$ cat src/rtl/sdspi_pkg.sv
// Shared types, codes and constants for the SD card SPI transaction engine.
package sdspi_pkg;

  // Sector size and the byte counter that walks it
  localparam int BLOCK_BYTES = 512;
  localparam int CNT_W       = $clog2(BLOCK_BYTES + 1);
  localparam logic [CNT_W-1:0] BLOCK_CNT = CNT_W'(BLOCK_BYTES);

  // Frame and token bytes
  localparam logic [7:0] CMD_START   = 8'h40;
  localparam logic [7:0] CMD_CRC     = 8'h95;
  localparam logic [5:0] CMD_STOP    = 6'h0c;
  localparam logic [5:0] CMD_READ    = 6'd17;
  localparam logic [5:0] CMD_WRITE   = 6'd24;
  localparam logic [7:0] R1_ERR_MASK = 8'hc0;
  localparam logic [7:0] DATA_TOKEN  = 8'hfe;
  localparam logic [7:0] DRESP_MASK  = 8'h1f;
  localparam logic [7:0] DRESP_OK    = 8'h05;
  localparam logic [7:0] IDLE_BYTE   = 8'hff;

  // Configuration register indexes
  localparam int CFG_IDX_W = 3;
  localparam logic [CFG_IDX_W-1:0] REG_READY_RETRY = 3'd0;
  localparam logic [CFG_IDX_W-1:0] REG_RESP_RETRY  = 3'd1;
  localparam logic [CFG_IDX_W-1:0] REG_TOKEN_LIMIT = 3'd2;
  localparam logic [CFG_IDX_W-1:0] REG_BUSY_LIMIT  = 3'd3;
  localparam logic [CFG_IDX_W-1:0] REG_PROTECT     = 3'd4;
  localparam int CFG_DATA_W = 16;

  typedef enum logic [1:0] {
    OP_COMMAND = 2'd0,
    OP_READ    = 2'd1,
    OP_WRITE   = 2'd2,
    OP_XFER    = 2'd3
  } op_t;

  typedef enum logic [2:0] {
    ST_OK          = 3'd0,
    ST_NOT_READY   = 3'd1,
    ST_NO_RESPONSE = 3'd2,
    ST_REJECTED    = 3'd3,
    ST_TOKEN_TMO   = 3'd4,
    ST_WR_REFUSED  = 3'd5,
    ST_PROTECTED   = 3'd6
  } status_t;

  typedef enum logic [4:0] {
    PH_IDLE, PH_PRE, PH_READY, PH_FRAME, PH_EXTRA, PH_RESP, PH_TOKEN, PH_RDATA,
    PH_RCRC, PH_RTAIL, PH_WGAP, PH_WTOKEN, PH_WDATA, PH_WCRC, PH_WRESP, PH_BUSY
  } phase_t;

  typedef struct packed {
    logic [7:0]  ready_retry_limit;
    logic [7:0]  response_retry_limit;
    logic [15:0] token_limit;
    logic [15:0] busy_limit;
    logic        protect_sector_zero;
  } cfg_t;

  typedef struct packed {
    op_t         operation;
    logic [5:0]  command_index;
    logic [31:0] argument;
    logic [7:0]  rx_byte;
    logic [7:0]  write_byte;
  } item_t;

  typedef struct packed {
    logic [7:0] tx_byte;
    logic       tx_valid;
    logic       chip_select;
    logic       data_taken;
    logic [7:0] read_byte;
    logic       read_valid;
    logic       done_res;
    status_t    status;
    logic [7:0] response;
  } result_t;

endpackage

$ cat src/rtl/sd_spi_transaction_engine.sv
// Top level: stream ports, input register, sequencer and result register.
//
// SD card SPI-mode host engine. Send a request (raw command, sector read or
// sector write) and then one item per SPI byte exchange carrying the byte just
// received; each item returns exactly one result with the next byte to send,
// the chip-select level, read data and completion status. One item is taken
// per clock cycle while the result side is not stalled; an accepted item sits
// in the input register and its result is loaded into the result register
// once that register can take it, and backpressure on the result side holds
// the input side. The phase sequencer updates its state in the same cycle the
// result is formed, so consecutive items chain without gaps.
// No start-up or card initialisation is performed; software issues the raw
// commands for that. Configuration is written through cfg_we/cfg_index/cfg_data;
// the user must write it only while no transaction is in flight; the block does not enforce this.
module sd_spi_transaction_engine
  import sdspi_pkg::*;
(
  input  logic                  clk,
  input  logic                  rst,
  // slave side
  input  logic                  s_tvalid,
  output logic                  s_tready,
  input  logic [55:0]           s_tdata,   // command_index, argument, rx_byte, write_byte
  input  logic [1:0]            s_tuser,   // operation
  // master side
  output logic                  m_tvalid,
  input  logic                  m_tready,
  output logic [31:0]           m_tdata,   // tx_byte, chip_select, data_taken, read_byte,
                                           // status, response
  output logic [2:0]            m_tuser,   // tx_valid, read_valid, done_res
  // configuration
  input  logic                  cfg_we,
  input  logic [CFG_IDX_W-1:0]  cfg_index,
  input  logic [CFG_DATA_W-1:0] cfg_data
);

  cfg_t    cfg;
  item_t   item;
  logic    item_valid;
  logic    step_en;
  result_t res;
  result_t res_q;

  sdspi_cfg u_cfg (
    .clk       (clk),
    .rst       (rst),
    .cfg_we    (cfg_we),
    .cfg_index (cfg_index),
    .cfg_data  (cfg_data),
    .cfg       (cfg)
  );

  // Handshake: the stage moves when the result register can take it
  assign step_en  = item_valid && (!m_tvalid || m_tready);
  assign s_tready = !item_valid || step_en;

  // Input register
  always_ff @(posedge clk) begin
    if (rst) begin
      item_valid <= 1'b0;
    end else if (s_tready) begin
      item_valid <= s_tvalid;
    end
  end

  always_ff @(posedge clk) begin
    if (s_tready && s_tvalid) begin
      item.operation     <= op_t'(s_tuser);
      item.command_index <= s_tdata[5:0];
      item.argument      <= s_tdata[37:6];
      item.rx_byte       <= s_tdata[45:38];
      item.write_byte    <= s_tdata[53:46];
    end
  end

  sdspi_core u_core (
    .clk     (clk),
    .rst     (rst),
    .step_en (step_en),
    .item    (item),
    .cfg     (cfg),
    .res     (res)
  );

  // Result register
  always_ff @(posedge clk) begin
    if (rst) begin
      m_tvalid <= 1'b0;
    end else if (step_en) begin
      m_tvalid <= 1'b1;
    end else if (m_tready) begin
      m_tvalid <= 1'b0;
    end
  end

  always_ff @(posedge clk) begin
    if (step_en) res_q <= res;
  end

  assign m_tdata = {3'd0, res_q.response, res_q.status, res_q.read_byte,
                    res_q.data_taken, res_q.chip_select, res_q.tx_byte};
  assign m_tuser = {res_q.done_res, res_q.read_valid, res_q.tx_valid};

endmodule

$ cat src/rtl/sdspi_cfg.sv
// Configuration register file with reset values.
module sdspi_cfg
  import sdspi_pkg::*;
(
  input  logic                  clk,
  input  logic                  rst,
  input  logic                  cfg_we,
  input  logic [CFG_IDX_W-1:0]  cfg_index,
  input  logic [CFG_DATA_W-1:0] cfg_data,
  output cfg_t                  cfg
);

  // Write decoder; indexes beyond the list are ignored
  always_ff @(posedge clk) begin
    if (rst) begin
      cfg.ready_retry_limit    <= 8'd10;
      cfg.response_retry_limit <= 8'd10;
      cfg.token_limit          <= 16'd100;
      cfg.busy_limit           <= 16'd0;
      cfg.protect_sector_zero  <= 1'b1;
    end else if (cfg_we) begin
      unique case (cfg_index)
        REG_READY_RETRY: cfg.ready_retry_limit    <= cfg_data[7:0];
        REG_RESP_RETRY:  cfg.response_retry_limit <= cfg_data[7:0];
        REG_TOKEN_LIMIT: cfg.token_limit          <= cfg_data;
        REG_BUSY_LIMIT:  cfg.busy_limit           <= cfg_data;
        REG_PROTECT:     cfg.protect_sector_zero  <= cfg_data[0];
        default: ;
      endcase
    end
  end

endmodule

$ cat src/rtl/sdspi_core.sv
// Transaction sequencer: phase state and per-exchange next-byte logic.
module sdspi_core
  import sdspi_pkg::*;
(
  input  logic    clk,
  input  logic    rst,
  input  logic    step_en,
  input  item_t   item,
  input  cfg_t    cfg,
  output result_t res
);

  phase_t           phase, phase_next;
  op_t              transfer_kind, transfer_kind_next;
  logic [47:0]      frame_shift, frame_shift_next;
  logic [CNT_W-1:0] byte_count, byte_count_next;
  logic [15:0]      poll_count, poll_count_next;
  logic             stop_extra, stop_extra_next;

  // State registers, advanced once per accepted item
  always_ff @(posedge clk) begin
    if (rst) begin
      phase         <= PH_IDLE;
      transfer_kind <= OP_COMMAND;
      frame_shift   <= '0;
      byte_count    <= '0;
      poll_count    <= '0;
      stop_extra    <= 1'b0;
    end else if (step_en) begin
      phase         <= phase_next;
      transfer_kind <= transfer_kind_next;
      frame_shift   <= frame_shift_next;
      byte_count    <= byte_count_next;
      poll_count    <= poll_count_next;
      stop_extra    <= stop_extra_next;
    end
  end

  // Next state and result for one item
  always_comb begin
    logic [5:0]  cmd;
    logic [31:0] arg;
    logic [CNT_W-1:0] bc_inc;

    phase_next         = phase;
    transfer_kind_next = transfer_kind;
    frame_shift_next   = frame_shift;
    byte_count_next    = byte_count;
    poll_count_next    = poll_count;
    stop_extra_next    = stop_extra;
    bc_inc             = byte_count + 1'b1;

    res          = '0;
    res.tx_byte  = IDLE_BYTE;
    res.status   = ST_OK;

    cmd = item.command_index;
    arg = item.argument;
    if (item.operation == OP_READ) begin
      cmd = CMD_READ;
      arg = {item.argument[22:0], 9'd0};
    end else if (item.operation == OP_WRITE) begin
      cmd = CMD_WRITE;
      arg = {item.argument[22:0], 9'd0};
    end

    if (item.operation != OP_XFER) begin
      // New request: abandons anything running
      if (item.operation == OP_WRITE && cfg.protect_sector_zero &&
          item.argument == 32'd0) begin
        res.done_res = 1'b1;
        res.status   = ST_PROTECTED;
        phase_next   = PH_IDLE;
      end else begin
        transfer_kind_next = item.operation;
        stop_extra_next    = (cmd == CMD_STOP);
        frame_shift_next   = {CMD_START | {2'b00, cmd}, arg, CMD_CRC};
        byte_count_next    = '0;
        poll_count_next    = '0;
        phase_next         = PH_PRE;
        res.tx_valid       = 1'b1;
      end
    end else begin
      unique case (phase)
        PH_PRE: begin
          phase_next      = PH_READY;
          res.tx_valid    = 1'b1;
          res.chip_select = 1'b1;
        end
        PH_READY: begin
          if (item.rx_byte == IDLE_BYTE) begin
            phase_next       = PH_FRAME;
            res.tx_byte      = frame_shift[47:40];
            res.tx_valid     = 1'b1;
            res.chip_select  = 1'b1;
            frame_shift_next = {frame_shift[39:0], 8'd0};
            byte_count_next  = CNT_W'(1);
          end else if (poll_count >= {8'd0, cfg.ready_retry_limit}) begin
            res.done_res = 1'b1;
            res.status   = ST_NOT_READY;
            phase_next   = PH_IDLE;
          end else begin
            poll_count_next = poll_count + 16'd1;
            res.tx_valid    = 1'b1;
            res.chip_select = 1'b1;
          end
        end
        PH_FRAME: begin
          res.tx_valid    = 1'b1;
          res.chip_select = 1'b1;
          if (byte_count < CNT_W'(6)) begin
            res.tx_byte      = frame_shift[47:40];
            frame_shift_next = {frame_shift[39:0], 8'd0};
            byte_count_next  = bc_inc;
          end else begin
            phase_next      = stop_extra ? PH_EXTRA : PH_RESP;
            poll_count_next = '0;
          end
        end
        PH_EXTRA: begin
          phase_next      = PH_RESP;
          poll_count_next = '0;
          res.tx_valid    = 1'b1;
          res.chip_select = 1'b1;
        end
        PH_RESP: begin
          // Poll limit is checked before the byte is looked at
          if (poll_count >= {8'd0, cfg.response_retry_limit}) begin
            res.done_res = 1'b1;
            res.status   = ST_NO_RESPONSE;
            res.response = item.rx_byte;
            phase_next   = PH_IDLE;
          end else begin
            poll_count_next = poll_count + 16'd1;
            if ((item.rx_byte & R1_ERR_MASK) != 8'd0) begin
              res.tx_valid    = 1'b1;
              res.chip_select = 1'b1;
            end else if (transfer_kind == OP_COMMAND) begin
              res.done_res = 1'b1;
              res.response = item.rx_byte;
              phase_next   = PH_IDLE;
            end else if (item.rx_byte != 8'd0) begin
              res.done_res = 1'b1;
              res.status   = ST_REJECTED;
              res.response = item.rx_byte;
              phase_next   = PH_IDLE;
            end else if (transfer_kind == OP_READ) begin
              phase_next      = PH_TOKEN;
              poll_count_next = '0;
              res.tx_valid    = 1'b1;
              res.chip_select = 1'b1;
            end else begin
              phase_next      = PH_WGAP;
              byte_count_next = CNT_W'(1);
              res.tx_valid    = 1'b1;
              res.chip_select = 1'b1;
            end
          end
        end
        PH_TOKEN: begin
          if (item.rx_byte == DATA_TOKEN) begin
            phase_next      = PH_RDATA;
            byte_count_next = '0;
            res.tx_valid    = 1'b1;
            res.chip_select = 1'b1;
          end else if (cfg.token_limit != 16'd0 && poll_count >= cfg.token_limit) begin
            res.done_res = 1'b1;
            res.status   = ST_TOKEN_TMO;
            phase_next   = PH_IDLE;
          end else begin
            if (cfg.token_limit != 16'd0) poll_count_next = poll_count + 16'd1;
            res.tx_valid    = 1'b1;
            res.chip_select = 1'b1;
          end
        end
        PH_RDATA: begin
          res.read_byte   = item.rx_byte;
          res.read_valid  = 1'b1;
          res.tx_valid    = 1'b1;
          res.chip_select = 1'b1;
          if (bc_inc >= BLOCK_CNT) begin
            phase_next      = PH_RCRC;
            byte_count_next = '0;
          end else begin
            byte_count_next = bc_inc;
          end
        end
        PH_RCRC: begin
          res.tx_valid = 1'b1;
          if (byte_count == '0) begin
            byte_count_next = CNT_W'(1);
            res.chip_select = 1'b1;
          end else begin
            phase_next = PH_RTAIL;
          end
        end
        PH_RTAIL: begin
          res.done_res = 1'b1;
          phase_next   = PH_IDLE;
        end
        PH_WGAP: begin
          res.tx_valid    = 1'b1;
          res.chip_select = 1'b1;
          if (byte_count < CNT_W'(3)) begin
            byte_count_next = bc_inc;
          end else begin
            phase_next  = PH_WTOKEN;
            res.tx_byte = DATA_TOKEN;
          end
        end
        PH_WTOKEN: begin
          phase_next      = PH_WDATA;
          byte_count_next = CNT_W'(1);
          res.data_taken  = 1'b1;
          res.tx_byte     = item.write_byte;
          res.tx_valid    = 1'b1;
          res.chip_select = 1'b1;
        end
        PH_WDATA: begin
          res.tx_valid    = 1'b1;
          res.chip_select = 1'b1;
          if (byte_count < BLOCK_CNT) begin
            byte_count_next = bc_inc;
            res.data_taken  = 1'b1;
            res.tx_byte     = item.write_byte;
          end else begin
            phase_next      = PH_WCRC;
            byte_count_next = '0;
          end
        end
        PH_WCRC: begin
          res.tx_valid    = 1'b1;
          res.chip_select = 1'b1;
          if (byte_count == '0) byte_count_next = CNT_W'(1);
          else phase_next = PH_WRESP;
        end
        PH_WRESP: begin
          if ((item.rx_byte & DRESP_MASK) != DRESP_OK) begin
            res.done_res = 1'b1;
            res.status   = ST_WR_REFUSED;
            res.response = item.rx_byte;
            phase_next   = PH_IDLE;
          end else begin
            frame_shift_next = {40'd0, item.rx_byte};
            phase_next       = PH_BUSY;
            poll_count_next  = '0;
            res.tx_valid     = 1'b1;
            res.chip_select  = 1'b1;
          end
        end
        PH_BUSY: begin
          // Card holds the line low while it programs the block
          if (item.rx_byte != 8'd0) begin
            res.done_res = 1'b1;
            res.response = frame_shift[7:0];
            phase_next   = PH_IDLE;
          end else if (cfg.busy_limit != 16'd0 && poll_count >= cfg.busy_limit) begin
            res.done_res = 1'b1;
            res.status   = ST_NOT_READY;
            res.response = frame_shift[7:0];
            phase_next   = PH_IDLE;
          end else begin
            if (cfg.busy_limit != 16'd0) poll_count_next = poll_count + 16'd1;
            res.tx_valid    = 1'b1;
            res.chip_select = 1'b1;
          end
        end
        default: phase_next = PH_IDLE;
      endcase
    end
  end

endmodule
$ cat config.mk
export PLATFORM = sky130hd
export DESIGN_NAME = sd_spi_transaction_engine
export DESIGN_NICKNAME = d
export VERILOG_FILES = /design/src/rtl/sdspi_pkg.sv /design/src/rtl/sd_spi_transaction_engine.sv /design/src/rtl/sdspi_cfg.sv /design/src/rtl/sdspi_core.sv
export SDC_FILE = /design/constraint.sdc
export NUM_CORES = 1
export LEC_CHECK = 0
export ABC_AREA = 1
export BUFFER_PORTS_ARGS = -buffer_cell sky130_fd_sc_hd__buf_2
export CORE_MARGIN = 2
export CORE_UTILIZATION = 64
export DETAILED_ROUTE_END_ITERATION = 7
export PLACE_DENSITY = 0.83
export SLEW_MARGIN = 20
export SYNTH_ARGS = -nofsm -noshare
export SYNTH_HDL_FRONTEND = slang
export SYNTH_SLANG_ARGS = --single-unit
$ cat constraint.sdc
create_clock -name clk -period 7.6 [get_ports clk]
set_input_delay 1.52 -clock clk [delete_from_list [all_inputs] [get_ports clk]]
set_output_delay 1.52 -clock clk [all_outputs]
set_load 0.005 [all_outputs]
==> impl.org <==
** Run status
- The run finished with clean final reports.

** GRT
- Global-route congestion overflow total :: 0
- Initial antenna violation count :: 0
- Entering global routing, the biggest net connects 110 pins.
- The via count of the first global-routing pass is roughly 9,000.
- Gr usage total :: between 30% and 40%
- The first global-routing pass estimated approximately 45,000 um of wire.

** Place
- GPL Wtd Cong :: ~0.95
- The count of buffers added on input and output ports is about 110.
- Detailed placement finished with a half-perimeter wire length of 20,200 um.
- Before CTS, the worst setup slack after placement is 3740 ps.

** Worst setup path
- The setup path with the least slack is of type register to register.
- At the worst endpoint, the arrival time is 3920 ps.
- Of all nets on the critical path, the largest fanout is 80.
- The worst setup path is launched from a register.
- Data on the critical path is required at its endpoint by ~8000 ps.
- The worst setup path is captured at a register.

** Synthesis
- By area the synthesized netlist is led by dfxtp_1, edfxtp_1, nand2_1.
- After synthesis, the mean cell area works out to between 8 and 9 um^2.
- Share of flip-flops with an asynchronous set or reset :: 0%
- Number of warnings reported in the yosys synthesis log :: 0
- Register bit total from synthesis :: 220
- The commonest cells after synthesis are nand2_1, inv_1, nor2_1.
- Top_reg_cell synth :: dfxtp_1
- Synth area leader :: dfxtp_1
- Most instantiated library cell after synthesis :: nand2_1
- After synthesis, flip-flops and latches occupy a little under half of the total area.
- The cell count after synthesis came out at 1,398.
- After synthesis, the netlist uses approximately 50 different library cells.
- The top cell type by area accounts for 23.5% of the synthesized area.
- In this run, synthesis inferred between 80 and 90 flip-flops with an integrated enable.
- Summing every instance area after synthesis gives between 10,000 and 15,000 um^2.

** Clocking
- Clk Latency, worst-skew pair :: between 500 and 600 ps
- In this run the number of H-tree levels came out at 1.
- CTS placed an instance of clkbuf_16 at the clock tree root.
- Clk sinks :: 220
- In this run the deepest clock path goes through 3 buffers.
- Inserted Clock Buffers :: 24
- Post-cts sizing count :: 0
- Clock slew seen by the registers of the worst setup and hold paths :: around 60 ps
- After clock tree synthesis, the flow added hold-fix buffers numbering 0.
- Post-CTS setup buffers :: 0
- TritonCTS clock tree :: yes

** Power and ir drop
- Power share of the sequential group :: about 48%
- The clock network accounts for around two fifths of the total power.
- Worst IR Drop VDD :: 0.291 mV
- Combinational cells account for around 12% of the total power.
- Of the total power, the share spent switching nets is 26.6%.
- Int Power :: roughly 2.0 mW
- Summed over all cells, the static leakage comes to 5.43 nW.
- Summed over all nets, the switching power comes to roughly 740 uW.
- The design draws about 2.8 mW.
- Power per cell area :: about 220 nW/um^2

** Routing
- Once detail routing completed, the nets flagged for antenna violations numbered 0.
- DR vias/cell :: 5.79
- TritonRoute pass-1 iters :: 5
- Post-DR wirelength/cell :: about 17 um
- Summed over all layers, the routed wires come to 28,700 um.
- DRC violations left :: 0
- In this run, the number of DRC markers left after iteration 0 of detailed routing was just under 800.
- Detailed routing inserted a total of about 10,000 vias.

** Floorplan
- ~120 I/O pins were placed.
- Overall die area :: approximately 19,000 um^2
- Die Span Y :: 136 um
- Total core area :: 17,200 um^2
- Once the floorplan was initialized, standard cells occupied 65.2% of the core.
- Cell row count :: 48
- Horizontal die dimension :: between 100 and 150 um

** STA
- Post-route clock period utilization :: between 40% and 50%
- FMAX :: 281 MHz
- Worst Tran Pin Value :: 983 ps
- Final setup violation count :: 0
- Worst relative slew slack :: 34.3%
- Final-report max-slew violation count :: 0
- Adding up every negative setup slack in the final design gives 0 ps.
- Minimum setup slack in the final design :: around 4000 ps
- Final hold viol count :: 0
- The clock period could shrink to approximately 3600 ps.
- Setup repair after global routing left no endpoint under its margin.
- Across the routed clock network, the largest skew measured is ~11 ps.

** Min path
- The min-delay analysis places its worst path in the category register to register.

** Final layout
- Of the cells placed in the final design, the portion with a size suffix greater than 1 is 13.7%.
- After the last flow step, the layout net total stands at 1,628.
- Filler instances :: about 1,300
- 0 antenna diodes ended up in the layout.
- Util after Layout :: between 70 and 80%
- Relative to the synthesized area, the layout overhead comes to 12.5%.

** Flow run
- Max-Cap Viols :: 0
## cell families (layout without fill, tap and decap cells)
group | after synthesis | in the layout | synth area share, %
adders and majority gates | 52 | 52 | 5.79
xor gates and xnor gates | 7 | 7 | 0.546
DFF | 220 | 220 | 47.1
buffers and inverters | 233 | 344 | 8.31
other | 1 | 3 | 0.0334
and+or+nand+nor | 552 | 552 | 21.5
AOI/OAI and AO/OA | 333 | 333 | 16.8
## power groups by stage
stage                     sequential [mW]  combinational (mW)  clock (mW)
after floorplan                      1.34               0.228           0
after global placement               1.36               0.307           0
after detailed placement             1.36               0.318           0
after CTS                            1.34               0.320        1.12
after global routing                 1.34               0.362        1.17
final                                1.34               0.323        1.11
## area by class of cell
| cell class | count | area [um^2] | area share [%] |
|---|---|---|---|
| Clock buffer | 32 | 651 | 5.15 |
| Clock inverter | 11 | 106 | 0.841 |
| Inverter | 184 | 697 | 5.51 |
| Multi-Input combinational cell | 947 | 5020 | 39.7 |
| Sequential cell | 220 | 5290 | 41.8 |
| Tap cell | 225 | 282 | 2.23 |
| Timing Repair Buffer | 117 | 596 | 4.71 |
## layer usage
metal / up-vias / GRT usage [%] / routed length, um
li1: 4926 / - / -
met1: 4669 / 38.0 / 11500
met2: 370 / 52.6 / 14200
met3: 84 / 5.11 / 1800
met4: 0 / 12.3 / 1170
met5: - / 0 / 0
## critical path, stage by stage (launching register included)
cell      delay, ps
edfxtp_1        490
nand2_1         110
inv_1           650
nand3_1         190
nand2_1         130
a21oi_2          40
nand2_1         370
clkinv_2        810
o21ai_0         490
a31oi_1          70
## state kept, by name, indices dropped and copies added, names as in the netlist, 2 cells and up
name	cells
item	56
m_tdata	29
m_tuser	3
u_cfg.cfg	49
u_core.byte_count	10
u_core.frame_shift	48
u_core.phase	4
u_core.poll_count	16
u_core.transfer_kind	2
## worst paths after layout
check	start	end	slack (ps)	depth (start not counted)
setup / recovery	item[55]$_DFFE_PP_	u_core.frame_shift[45]$_SDFFE_PP0P_	4050	9
hold / removal	u_cfg.cfg[40]$_SDFFE_PP0P_	u_cfg.cfg[40]$_SDFFE_PP0P_	460	2
setup reg to reg	item[55]$_DFFE_PP_	u_core.frame_shift[45]$_SDFFE_PP0P_	4050	9
hold reg to reg	u_cfg.cfg[40]$_SDFFE_PP0P_	u_cfg.cfg[40]$_SDFFE_PP0P_	460	2
## cells in the final DEF, fill, tap and decap left out, types with 4 or more instances in the layout
master	count
a21oi_1	114
a21oi_2	6
a221oi_1	10
a22oi_1	20
a31oi_1	28
buf_2	113
buf_4	4
clkbuf_1	6
clkbuf_16	24
clkinv_1	4
clkinv_2	10
dfxtp_1	132
edfxtp_1	88
ha_1	52
inv_1	167
inv_2	10
nand2_1	248
nand2_2	15
nand3_1	49
nand3b_1	4
nand4_1	30
nor2_1	162
nor2_2	7
nor2_4	4
nor3_1	20
o211ai_1	8
o21ai_0	113
o21ai_1	14
o22ai_1	4
xor2_1	7
## through the flow
step | hold slack, ps | instance area (um^2) | cells
6_report | 461 | 12600 | 1736
5_1_grt | 492 | 12600 | 1736
4_1_cts | 464 | 12600 | 1736
3_5_place_dp | 456 | 11900 | 1693
3_3_place_gp | 450 | 11900 | 1693
2_1_floorplan | 432 | 11200 | 1400
No activity file was read; power rests on OpenSTA's default activity.
